File: src/design/lds_pkg.sv
// ----------------------------------------------------------------------------
// lds_pkg
// Shared types and constants for the deck shuffle block: deck geometry,
// generator constants, item codes and the payload structs of both channels.
// ----------------------------------------------------------------------------
package lds_pkg;

   // Deck geometry
   localparam int CARD_COUNT = 52;
   localparam int DECK_SLOTS = 64;
   localparam int ENTRY_BITS = 64;
   localparam int SLOT_BITS  = $clog2(DECK_SLOTS);

   // Generator constants
   localparam logic [31:0] LCG_MUL = 32'd214013;
   localparam logic [31:0] LCG_ADD = 32'd2531011;

   // Item codes
   localparam logic [1:0] MODE_LOAD    = 2'd0;
   localparam logic [1:0] MODE_STEP    = 2'd1;
   localparam logic [1:0] MODE_SHUFFLE = 2'd2;

   // Input item
   typedef struct packed {
      logic [1:0]  mode;
      logic [5:0]  slot_index;
      logic [63:0] slot_value;
      logic [31:0] step_amount;
   } req_type;

   // Result item
   typedef struct packed {
      logic [5:0]  out_position;
      logic [63:0] card_entry;
      logic        last_of_run;
   } rsp_type;

   // Generator command: load a seed, add an amount, or advance one draw
   typedef struct packed {
      logic        load;
      logic        add;
      logic        advance;
      logic [31:0] operand;
   } lcg_cmd_type;

endpackage

File: src/design/lds_deck_ram.sv
// ----------------------------------------------------------------------------
// lds_deck_ram
// Deck slot memory: one write port, one read port with registered read data
// in the next cycle. Per-slot valid bits make unwritten slots read as blank,
// and a read of the slot being written in the same cycle returns the new data.
// ----------------------------------------------------------------------------
module lds_deck_ram import lds_pkg::*; (
   input  logic                  clock,
   input  logic                  reset,
   input  logic                  wr_en,
   input  logic [SLOT_BITS-1:0]  wr_addr,
   input  logic [ENTRY_BITS-1:0] wr_data,
   input  logic [SLOT_BITS-1:0]  rd_addr,
   output logic [ENTRY_BITS-1:0] rd_data
);

   logic [ENTRY_BITS-1:0] mem_ff [DECK_SLOTS];
   logic [DECK_SLOTS-1:0] valid_ff;
   logic [ENTRY_BITS-1:0] q_ff;
   logic [ENTRY_BITS-1:0] fwd_ff;
   logic                  q_vld_ff;
   logic                  hit_ff;

   // Write the array and register the read data
   always_ff @(posedge clock) begin
      if (wr_en) begin
         mem_ff[wr_addr] <= wr_data;
      end
      q_ff   <= mem_ff[rd_addr];
      fwd_ff <= wr_data;
   end

   // Track written slots and same-slot collisions
   always_ff @(posedge clock) begin
      if (reset) begin
         valid_ff <= '0;
         q_vld_ff <= 1'b0;
         hit_ff   <= 1'b0;
      end else begin
         if (wr_en) begin
            valid_ff[wr_addr] <= 1'b1;
         end
         q_vld_ff <= valid_ff[rd_addr];
         hit_ff   <= wr_en && (wr_addr == rd_addr);
      end
   end

   // Forward a colliding write, blank an unwritten slot
   assign rd_data = hit_ff ? fwd_ff : (q_vld_ff ? q_ff : '0);

endmodule

File: config.mk
export PLATFORM = sky130hd
export DESIGN_NAME = lds_deck_ram
export DESIGN_NICKNAME = d
export VERILOG_FILES = /design/src/design/lds_pkg.sv /design/src/design/lds_deck_ram.sv
export SDC_FILE = /design/constraint.sdc
export NUM_CORES = 2
export LEC_CHECK = 0
export BUFFER_PORTS_ARGS = -buffer_cell sky130_fd_sc_hd__buf_2
export CAP_MARGIN = 20
export CORE_MARGIN = 5
export CORE_UTILIZATION = 30
export CTS_CLUSTER_DIAMETER = 80
export DETAILED_ROUTE_END_ITERATION = 16
export HOLD_SLACK_MARGIN = 0.12
export PLACE_DENSITY_LB_ADDON = 0.08
export SLEW_MARGIN = 20
export SYNTH_ARGS = -nofsm -noshare
export SYNTH_HDL_FRONTEND = slang
export SYNTH_SLANG_ARGS = --single-unit
export TNS_END_PERCENT = 1
File: constraint.sdc
create_clock -name clock -period 6 [get_ports clock]
set_input_delay 0.3 -clock clock [delete_from_list [all_inputs] [get_ports clock]]
set_output_delay 0.3 -clock clock [all_outputs]
set_load 0.03 [all_outputs]
* Yosys cells after proc, flatten, opt, wreduce, memory -nomap -nowiden *
Memory sizes are Yosys's and may differ from the RTL's. A register that Yosys moved wholly into a read port is not among the register bits.
Index checks and enable logic that the tools add are counted.

storage, ports and cells
  word-level logic and storage cells = 20
  output and inout port bits = 64
  RAM bits = 4096
  memories = 1
  input bits = 79
  register bits = 130

memory list
  name    depth  bits a word  read ports  clocked after Yosys merged registers in  write ports  RTL line            source
  mem_ff  64     64           1           1                                        1            lds_deck_ram.sv:17  logic [ENTRY_BITS-1:0] mem_ff [DECK_SLOTS];

operators by class
  equality and inequality tests = 1
  mux-type cells = 8
  $lt $le $gt $ge = 3
  reductions and logical operators = 2
  bitwise logic cells = 1

operators by type and width
  kind                count
  $mux 64             2
  $or 64x64->64       1
  $lt 6x7->1 const B  2
  $bmux 1 s6          1
  $demux 1 s6         1
  $eq 6x6->1          1
  $ge 6x1->1 const B  1
  $mux 1              4
  $logic_and 1x1->1   2

* Depth between registers and ports, before layout *
  word-level depth = 5
  gate-level depth with buffers = 10
  depth with buffers taken out = 4

* Worst setup path after synthesis *
OpenSTA, ideal clock, no wires.

  kind = in2reg
  start = input port wr_addr[5]
  end = memory mem_ff[42][0], enable pin
  data arrival time = 5285 ps
  library setup time = 564 ps
  cell stages on the path = 5
  data required time = 5436 ps
  setup slack = 150 ps
  cell sequence = clkbuf_1 -> nand2_1 -> nor2_1 -> nand3_1 -> nor3_1

RTL lines
  element          RTL line            source
  start, declared  lds_deck_ram.sv:11  input logic [SLOT_BITS-1:0] wr_addr,
  end, declared    lds_deck_ram.sv:17

Straight into the memory's write port.

* Final worst setup path *
  start = register q_vld_ff
  end = output port rd_data[59]

on the way
  cells in the longest elaborated chain, start to end = 2

ends and longest elaborated chain
  element                 RTL line            source
  start, declared         lds_deck_ram.sv:21  logic q_vld_ff;
  start signal, assigned  lds_deck_ram.sv:43  q_vld_ff <= valid_ff[rd_addr];
  $mux 64 (2 in series)   lds_deck_ram.sv:49  assign rd_data = hit_ff ? fwd_ff : (q_vld_ff ? q_ff : '0);
  end, declared           lds_deck_ram.sv:14  output logic [ENTRY_BITS-1:0] rd_data

Every way passes these cells.

==> results_dict.tcl <==
set metrics [dict create \
    area_growth_pct 17.6 \
    wl_per_cell_um 35.8 \
    synth.largest_area_cell "edfxtp_1" \
    worst_slew_pin_slew_ns 1.18 \
    insertion_delay_ns 1.04 \
    clock-sinks 4290 \
    grt_max_degree 96 \
    cp.required_ns 5.70 \
    reg2reg_depth 6 \
    synth_cells 6748 \
    status "finished clean" \
    drive_above_1_share_pct 30.6 \
    min_period_over_period_pct 65.4 \
    first_global_vias 79288 \
    synthesis.area_um2 161000 \
    post-cts-setup-buffers 0 \
    viasPerCell 5.08 \
    r2r_start "valid_ff[63]" \
    critPathKind "reg2out" \
    cts.repair.resized 0 \
    grt_pass1_wl_um 721000 \
    synth_fp_nets 6827 \
    slowest_delay_ns 0.75 \
    ys_seq_area_share_pct 78.8 \
    ys_top_cells_by_area "edfxtp_1 76%, mux4_2 16%, dfxtp_1 2.4%" \
    cp-startpoint "q_vld_ff" \
    p_leak_uw 0.0591 \
    drtIter0Drc 7902 \
    peakVddDrop_v 0.000241 \
    worstPathCellList "nor2b_4 > buf_4 > a22o_1 > buf_2" \
    max-cap-violations 0 \
    root_buffer "clkbuf_16" \
    setup_ws_ns 2.07 \
    clock_path_buffers 4 \
    setup_violations 0 \
    stdcell_area_um2 189000 \
    endpoint "rd_data[59]" \
    final_cell_count_no_fill 14993 \
    finalSetupTns_ns 0 \
    hpwl_um 298000 \
    crit_path_top_delay_cell "dfxtp_1" \
    nNetsFinal 7463 \
    die_y_um 743 \
    crit_path_start_kind "flop" \
    p_per_area_nw_per_um2 347 \
    antenna_found_initial 72 \
    dp_slack_ns 2.02 \
    ys_async_sr_fraction_pct 0 \
    dieArea_um2 551000 \
    post-route-min-period_ns 3.93 \
    synth_edf_count 4096 \
    fmax_mhz 255 \
    rows 269 \
    end_kind "output port" \
    slew_violations 0 \
    synth_most_common_cell "edfxtp_1" \
    ys_ff_latch 4290 \
    hold_violations 0 \
    holdBufCountCts 83 \
    yosys_warnings 0 \
    route.detailed.drc 0 \
    synth.distinct_cells 42 \
    gr-usage-all-layers_pct 19.1 \
    clock_skew_ns 0.0576 \
    final_util_pct 35.3 \
    antenna_left 0 \
    fp.dieW_um 743 \
    first_pass_iters 6 \
    place_area_um2 173000 \
    relSlewSlack_pct 21.6 \
    synth_commonest_cells "4096 x edfxtp_1, 1133 x mux4_2, 213 x mux2i_1" \
    rsz0062_at_grt "false" \
    vias 76238 \
    r2r_end "q_vld_ff" \
    grt-ovfl-total 0 \
    cts_tree "yes" \
    core_um2 536000 \
    initial_core_util_pct 30.0 \
    routed_wl_um 536000 \
    synthFlopType "edfxtp_1" \
    dp_cells 14005 \
    cts_made_buffers 474 \
    critPathArrivalTime_ns 3.63 \
    synth_top_area_share_pct 76.4 \
    cts_max_level 5 \
    rrSetupSlack_ns 3.06 \
    worstHoldPathType "in2reg" \
    routabilityCongestion 0.722 \
    cts.clk_slew.worst_paths_ns 0.06 \
    cp_max_fo 23 \
    io_pins 143 \
    syn_avg_cell_area_um2 23.9 \
    port_buffers 142 \
]
## state kept, by name, indices dropped and copies added, names as in the netlist
| name | count |
|---|---|
| fwd_ff | 64 |
| hit_ff | 1 |
| mem_ff | 4096 |
| q_ff | 64 |
| q_vld_ff | 1 |
| valid_ff | 64 |
## worst min-delay path by stage
stage | startpoint | to | cells past startpoint
4_1_cts | rd_addr[5] | q_ff[15] | 4
3_3_place_gp | valid_ff[41] | valid_ff[41] | 2
5_1_grt | rd_addr[5] | q_ff[15] | 4
6_report | wr_data[10] | fwd_ff[10] | 2
3_5_place_dp | valid_ff[52] | valid_ff[52] | 2
2_1_floorplan | wr_data[0] | fwd_ff[0] | 0
## area by class of cell
type	instances	area (µm²)
Sequential cell	4290	127000
Fill cell	49514	347000
Multi-Input combinational cell	2075	32900
Timing Repair Buffer	542	4780
Tap cell	7181	8980
Clock inverter	261	2790
Antenna cell	13	32.5
Clock buffer	630	12900
Inverter	1	3.75
## cell usage in the layout, fill, tap and decap left out, drive strengths merged, types with 2 or more instances in the layout
cell and count:
nor2 180, dfxtp 194, dlygate4sd3 83, nor2b 10
buf 459, and2 3, a22o 99, nor3 6
xnor2 4, nand3 6, nand3b 5, a22oi 19
mux2 18, diode 13, nand4b 3, o22ai 111
o21ai 19, nand2b 10, a31oi 4, nand2 9
clkbuf 630, edfxtp 4096, mux4 1133, a21oi 76
a211o 47, xor2 2, inv 11, clkinv 189
or3b 3, bufinv 49, or2 2, mux2i 213
nand4bb 3, o22a 46, a221oi 37, clkinvlp 13
## per-stage QoR
stage	total power [µW]	hold WS, ns
4_1_cts	66600	0.179
3_3_place_gp	37000	0.445
3_5_place_dp	37000	0.451
2_1_floorplan	35400	0.328
6_report	65700	0.270
5_1_grt	67900	0.218
## logic make-up after synthesis
group / count (synthesis) / synth area share, %
flip-flops: 4290 / 78.8
multiplexers: 1364 / 17.3
AO/OA/AOI/OAI: 460 / 2.09
buffers and inverters: 383 / 1.09
AND/OR/NAND/NOR: 245 / 0.675
XOR/XNOR: 6 / 0.0326
## worst max-delay path: cells and delay by family, from the launching register on
kind / cells / cell delay (ns)
simple gates: 1 / 0.31
compound gates: 1 / 0.52
buf+inv: 2 / 0.93
flops: 1 / 0.75
## power breakdown
group / internal (µW) / total (µW) / switching, µW
clock: 17200 / 29400 / 12200
sequential: 33100 / 33200 / 120
combinational: 1150 / 3120 / 1980
## routing by layer
layer	vias up	GRT usage, %	part of all wire (%)	wire [µm]
met5	-	0	0.012	64
met4	10	3.18	1.6	8760
met3	524	2.53	5.0	27100
met2	2056	31.7	49	261000
met1	43195	27.3	45	240000
li1	30453	-	-	-
Note: power is estimated with default switching activity, not from simulation.
