==> src/design/lds_pkg.sv <==
// ----------------------------------------------------------------------------
// lds_pkg
// Shared types and constants for the deck shuffle block: deck geometry,
// generator constants, item codes and the payload structs of both channels.
// ----------------------------------------------------------------------------
package lds_pkg;

   // Deck geometry
   localparam int CARD_COUNT = 52;
   localparam int DECK_SLOTS = 64;
   localparam int ENTRY_BITS = 64;
   localparam int SLOT_BITS  = $clog2(DECK_SLOTS);

   // Generator constants
   localparam logic [31:0] LCG_MUL = 32'd214013;
   localparam logic [31:0] LCG_ADD = 32'd2531011;

   // Item codes
   localparam logic [1:0] MODE_LOAD    = 2'd0;
   localparam logic [1:0] MODE_STEP    = 2'd1;
   localparam logic [1:0] MODE_SHUFFLE = 2'd2;

   // Input item
   typedef struct packed {
      logic [1:0]  mode;
      logic [5:0]  slot_index;
      logic [63:0] slot_value;
      logic [31:0] step_amount;
   } req_type;

   // Result item
   typedef struct packed {
      logic [5:0]  out_position;
      logic [63:0] card_entry;
      logic        last_of_run;
   } rsp_type;

   // Generator command: load a seed, add an amount, or advance one draw
   typedef struct packed {
      logic        load;
      logic        add;
      logic        advance;
      logic [31:0] operand;
   } lcg_cmd_type;

endpackage

==> src/design/lds_lcg.sv <==
// ----------------------------------------------------------------------------
// lds_lcg
// 32-bit linear congruential generator: seed load, additive step and one
// draw advance per command.
// ----------------------------------------------------------------------------
module lds_lcg import lds_pkg::*; (
   input  logic        clock,
   input  logic        reset,
   input  lcg_cmd_type cmd,
   output logic [31:0] gen_state
);

   logic [31:0] state_ff;
   logic [31:0] state_in;

   // Select the next generator value
   always_comb begin
      state_in = state_ff;
      if (cmd.load) begin
         state_in = cmd.operand;
      end else if (cmd.add) begin
         state_in = state_ff + cmd.operand;
      end else if (cmd.advance) begin
         state_in = 32'(state_ff * LCG_MUL) + LCG_ADD;
      end
   end

   always_ff @(posedge clock) begin
      if (reset) begin
         state_ff <= '0;
      end else begin
         state_ff <= state_in;
      end
   end

   assign gen_state = state_ff;

endmodule

==> config.mk <==
export PLATFORM = sky130hd
export DESIGN_NAME = lds_lcg
export DESIGN_NICKNAME = d
export VERILOG_FILES = /design/src/design/lds_pkg.sv /design/src/design/lds_lcg.sv
export SDC_FILE = /design/constraint.sdc
export NUM_CORES = 1
export LEC_CHECK = 0
export BUFFER_PORTS_ARGS = -buffer_cell sky130_fd_sc_hd__buf_4
export CORE_AREA = 2 2 141 280
export CTS_CLUSTER_DIAMETER = 50
export CTS_CLUSTER_SIZE = 12
export DETAILED_ROUTE_END_ITERATION = 10
export DIE_AREA = 0 0 143 282
export PLACE_DENSITY = 0.5
export SETUP_SLACK_MARGIN = 0.02
export SLEW_MARGIN = 10
export SYNTH_ARGS = -nofsm -noshare
export SYNTH_HDL_FRONTEND = slang
export SYNTH_SLANG_ARGS = --single-unit
==> constraint.sdc <==
create_clock -name clock -period 6.7 [get_ports clock]
set_input_delay 1.005 -clock clock [delete_from_list [all_inputs] [get_ports clock]]
set_output_delay 1.005 -clock clock [all_outputs]
set_load 0.005 [all_outputs]
* Yosys cells after proc, flatten, opt, wreduce, memory -nomap -nowiden
Index checks and enable logic that the tools add are counted.
Storage, ports and cells: register bits after elaboration 32, input bits 37, output and inout bits 32, word-level logic and storage cells 8
Cells by class: add/sub/neg operators 2, multipliers 1, mux-type cells 3, reductions and logical operators 1
Operators by type and width (count):
- 2-to-1 mux 32 bit | 3
- adder 32 x 22 -> 32 bit (second input constant) | 1
- adder 32 bit | 1
- multiplier 32 x 18 -> 32 bit (second input constant) | 1
- nonzero test 3 bit | 1

* Longest topological paths before layout
word-level depth 5, gate-level depth with buffers 23, depth with buffers taken out 22

* Worst setup path after synthesis
Ideal clock, no wire load.
kind register to register, start reg state_ff[1] (netlist: gen_state[1]), end reg state_ff[28] (netlist: gen_state[28]), setup time 124 ps, arrival 5671 ps, data required time 6576 ps, path slack 905 ps, stages on the path, launching flop included 21, buffers on the path 0, clock period less this slack 5795 ps, cells stage by stage dfxtp_1 -> inv_1 -> ha_1 -> fa_1 -> fa_1 -> inv_1 -> fa_1 -> fa_1 -> inv_1 -> fa_1 -> inv_1 -> ha_1 -> a21o_1 -> a211o_1 -> a2111oi_2 -> o2bb2ai_1 -> a31o_2 -> a2111oi_2 -> o31ai_1 -> a21oi_1 -> o31ai_2
On the way: word-level cells in the longest chain between the ends 5, elaborated cells between the ends (all ways) 6, those cells by class 2 x add/sub; 1 x mul; 3 x mux
RTL lines:
- from (decl) | line lds_lcg.sv:13 | logic [31:0] state_ff;
- from (signal assigned) | line lds_lcg.sv:32 | state_ff <= state_in;
- multiplier 32 x 18 -> 32 bit | line lds_lcg.sv:24 | state_in = 32'(state_ff * LCG_MUL) + LCG_ADD;
- adder 32 x 22 -> 32 bit | line lds_lcg.sv:24
- 2-to-1 mux 32 bit | line lds_lcg.sv:23 | end else if (cmd.advance) begin
- 2-to-1 mux 32 bit * | line lds_lcg.sv:21 | end else if (cmd.add) begin
- 2-to-1 mux 32 bit * | line lds_lcg.sv:19 | if (cmd.load) begin
Every way passes the cells marked *; elsewhere a longest branch is shown, timed or not. The select of a mux whose other input is x is not followed. A chain may end at the register's enable or synchronous reset.

* Worst setup path after layout
start reg state_ff[8] (netlist: gen_state[8]), end reg state_ff[30] (netlist: gen_state[30])
The elaborated chain is that of the path after synthesis.

==> impl_metrics.toml <==
[run]
max_cap_violations = 0

[die]
floorplan_die_width_um = 143
die_area_sq_um = 40300
io-pin-count = 69
initial_utilization_pct = 29.7
core.rowCount = 101
fp.dieH_um = 282
core_sq_um = 38000

[timing]
clock.fmax_mhz = 159
period_share_pct = 94.1
final_period_minus_worst_setup_slack_ps = 6310
layout_setup_ws_ps = 394
fin_skew_ps = 12.2
worst-slew-pin-transition_ps = 766
hold_viol = 0
worst_slew_margin_rel_pct = 48.7
timing.final.max_slew_violations = 0
grt_setup_unrepaired = "false"
setup_viol = 0

[routing]
vias_per_cell = 4.88
drt.antenna.violating_nets = 0
num_vias = 9196
detail_route.drc_violations = 0
drtIter0Drc = 386
routedWlPerCell_um = 21.2
pre_antenna_drt_iters = 5
finalWirelength_um = 39900

[cts]
cts_tree = "yes"
clock-sinks = 32
cts-root-to-sink-buffers = 2
tritoncts.num_buffers = 5
clk_latency_ps = 310
path_clk_slew_ps = 70
cts-htree-levels = 2
cts-root-buf = "sky130_fd_sc_hd__clkbuf_16"

[final_layout]
finish.net_count = 1759
flip_flop_count_of_the_largest_register_all_copies_and_words_added = 32
synthToLayoutAreaGrowth_pct = 13.3
final_util_pct = 33.6
antennaDiodeCount = 0
final_design_area_no_fill_sq_um = 12800
fill_cells = 4086
final_layout_size_suffix_gt1_share_pct = 10.4
instances_no_fill = 1883

[synth]
synthAdderAreaFrac_pct = 51.4
post_synthesis_compound_gate_area_fraction_pct = 16.7
synth_xor_area_share_pct = 6.06
synth_seq_area_share_pct = 5.68
library_cells_used_by_synthesis = 68
synthArstFlopShare_pct = 0
synthesis.area_per_instance_sq_um = 8.76
synth_top_family_by_area = "adder cells"
yosys.area_share.simple_pct = 6.90
synth.cell_area_sq_um = 11300
synth.yosys.warnings = 0
number_of_enable_type_register_cells_in_the_synthesized_netlist = 0
synth.net_count = 1679
synth-main-ff-cell = "sky130_fd_sc_hd__dfxtp_1"
netlist_instances = 1287
synthMuxAreaShare_pct = 0.444
ys_seq_elements = 32

[placed_design]
dp.final_hpwl_um = 35800
numPlacedInstances = 1875
post-place-ws_ps = 56.9
placer_congestion = 0.935
post_place_instance_area_sq_um = 12600
placement.io_buffers = 68

[critical_path]
required_ps = 6870
worstSetupPathType = "flop to flop"
crit_path_end_kind = "flop"
setup.worst_path.start_class = "flop"
cp_data_arrival_time_ps = 6480
critical_path_peak_fanout = 5

[global_routing]
grt_max_degree = 38
grt_pass1_wl_um = 61000
gr-total-overflow = 0
number_of_global_route_vias_before_repair = 10351
grt_antenna_before_repair = 0
grtUsageTotal_pct = 20.8

[outcome]
run_status = "finished clean"

[worst_hold_path]
hold_removal_path_class = "flop to flop"
worst max-delay path: stages, from the launching register on:
cell and delay (ps):
sky130_fd_sc_hd__dfxtp_1 620, sky130_fd_sc_hd__fa_1 580, sky130_fd_sc_hd__xor2_1 190, sky130_fd_sc_hd__ha_1 200, sky130_fd_sc_hd__a21o_1 160, sky130_fd_sc_hd__ha_1 310
sky130_fd_sc_hd__fa_1 450, sky130_fd_sc_hd__fa_1 580, sky130_fd_sc_hd__inv_1 70, sky130_fd_sc_hd__fa_1 480, sky130_fd_sc_hd__inv_1 50, sky130_fd_sc_hd__ha_1 350
sky130_fd_sc_hd__a21o_1 240, sky130_fd_sc_hd__a211o_1 300, sky130_fd_sc_hd__a2111oi_2 350, sky130_fd_sc_hd__o2bb2ai_1 90, sky130_fd_sc_hd__a31o_2 250, sky130_fd_sc_hd__a211o_1 250
sky130_fd_sc_hd__a21oi_1 170, sky130_fd_sc_hd__xor2_1 320, sky130_fd_sc_hd__a211oi_1 150
Yosys cell counts, drive strengths merged, types with 11 or more instances:
cell type / instances / area (sq um)
nor3: 19 / 95.1
xor2: 33 / 289
nor2: 47 / 176
fa: 179 / 3580
a31oi: 12 / 90.1
dfxtp: 32 / 641
nand2: 48 / 180
ha: 176 / 2200
xnor2: 45 / 394
clkbuf: 25 / 95.1
a21oi: 70 / 354
a211oi: 15 / 128
o21ai: 38 / 205
a21o: 34 / 255
a22oi: 11 / 82.6
inv: 353 / 1330
final cells by class:
cell class | count | area (sq um) | area share (%)
clock inverters | 2 | 35.0 | 0.274
inverters | 353 | 1330 | 10.4
multi-input cells | 870 | 9210 | 72.1
repair buffers | 105 | 788 | 6.17
well taps | 515 | 644 | 5.04
flip-flops and latches | 32 | 643 | 5.03
clock buffers | 6 | 129 | 1.01
cells by family (layout without fill, tap and decap cells):
| logic type | Yosys count | in the layout |
|---|---|---|
| simple gates | 166 | 166 |
| flops | 32 | 32 |
| xor+xnor | 78 | 78 |
| fa+ha+maj | 356 | 356 |
| buf+inv | 385 | 466 |
| mux | 5 | 5 |
| compound gates | 265 | 265 |
cells in the final DEF, fill, tap and decap left out, types with 6 or more instances in the layout:
| cell | count |
|---|---|
| sky130_fd_sc_hd__ha_1 | 176 |
| sky130_fd_sc_hd__dfxtp_1 | 30 |
| sky130_fd_sc_hd__a21o_1 | 34 |
| sky130_fd_sc_hd__nand2b_1 | 10 |
| sky130_fd_sc_hd__a221oi_1 | 7 |
| sky130_fd_sc_hd__a21oi_1 | 68 |
| sky130_fd_sc_hd__xor2_1 | 33 |
| sky130_fd_sc_hd__nor2_1 | 47 |
| sky130_fd_sc_hd__buf_4 | 105 |
| sky130_fd_sc_hd__nor3_1 | 17 |
| sky130_fd_sc_hd__or3_1 | 6 |
| sky130_fd_sc_hd__o21ai_0 | 33 |
| sky130_fd_sc_hd__inv_1 | 353 |
| sky130_fd_sc_hd__a22oi_1 | 11 |
| sky130_fd_sc_hd__a211oi_1 | 12 |
| sky130_fd_sc_hd__o221ai_1 | 7 |
| sky130_fd_sc_hd__nand2_1 | 48 |
| sky130_fd_sc_hd__a31oi_1 | 11 |
| sky130_fd_sc_hd__xnor2_1 | 45 |
| sky130_fd_sc_hd__o21a_1 | 10 |
| sky130_fd_sc_hd__fa_1 | 179 |
| sky130_fd_sc_hd__nor2b_1 | 6 |
| sky130_fd_sc_hd__nand4_1 | 7 |
| sky130_fd_sc_hd__nand3_1 | 9 |
through the flow:
stage	setup TNS, ps	hold WS [ps]
after floorplan	0	551
after global placement	-39.4	680
after detailed placement	0	685
after CTS	0	695
after global routing	0	724
final	0	688
path summary, 6_finish.rpt:
kind	startpoint	to	slack, ps	cells after the start
worst max-delay path	gen_state[8]	gen_state[30]	390	20
worst min-delay path	gen_state[28]	gen_state[28]	690	3
worst max register to register	gen_state[8]	gen_state[30]	390	20
worst min register to register	gen_state[28]	gen_state[28]	690	3
metal layers:
| metal | vias to the layer above | global-route usage [%] | part of all wire, % |
|---|---|---|---|
| met1 | 4560 | 17.3 | 29 |
| met5 | - | 0 | 0 |
| met3 | 105 | 0.985 | 1.8 |
| li1 | 4323 | - | - |
| met2 | 208 | 43.6 | 60 |
| met4 | 0 | 15.6 | 9.2 |
repair_timing:
| action | CTS | global route |
|---|---|---|
| gates resized for setup | 1 | 4 |
| endpoints found under the hold margin | 0 | 0 |
| setup endpoints to repair | 1 | 4 |
| buffers inserted | 0 | 0 |
| hold buffers | 0 | 0 |
Power is not shown: default switching activity piles up to over one toggle a cycle in this logic, so the estimate is an artifact.
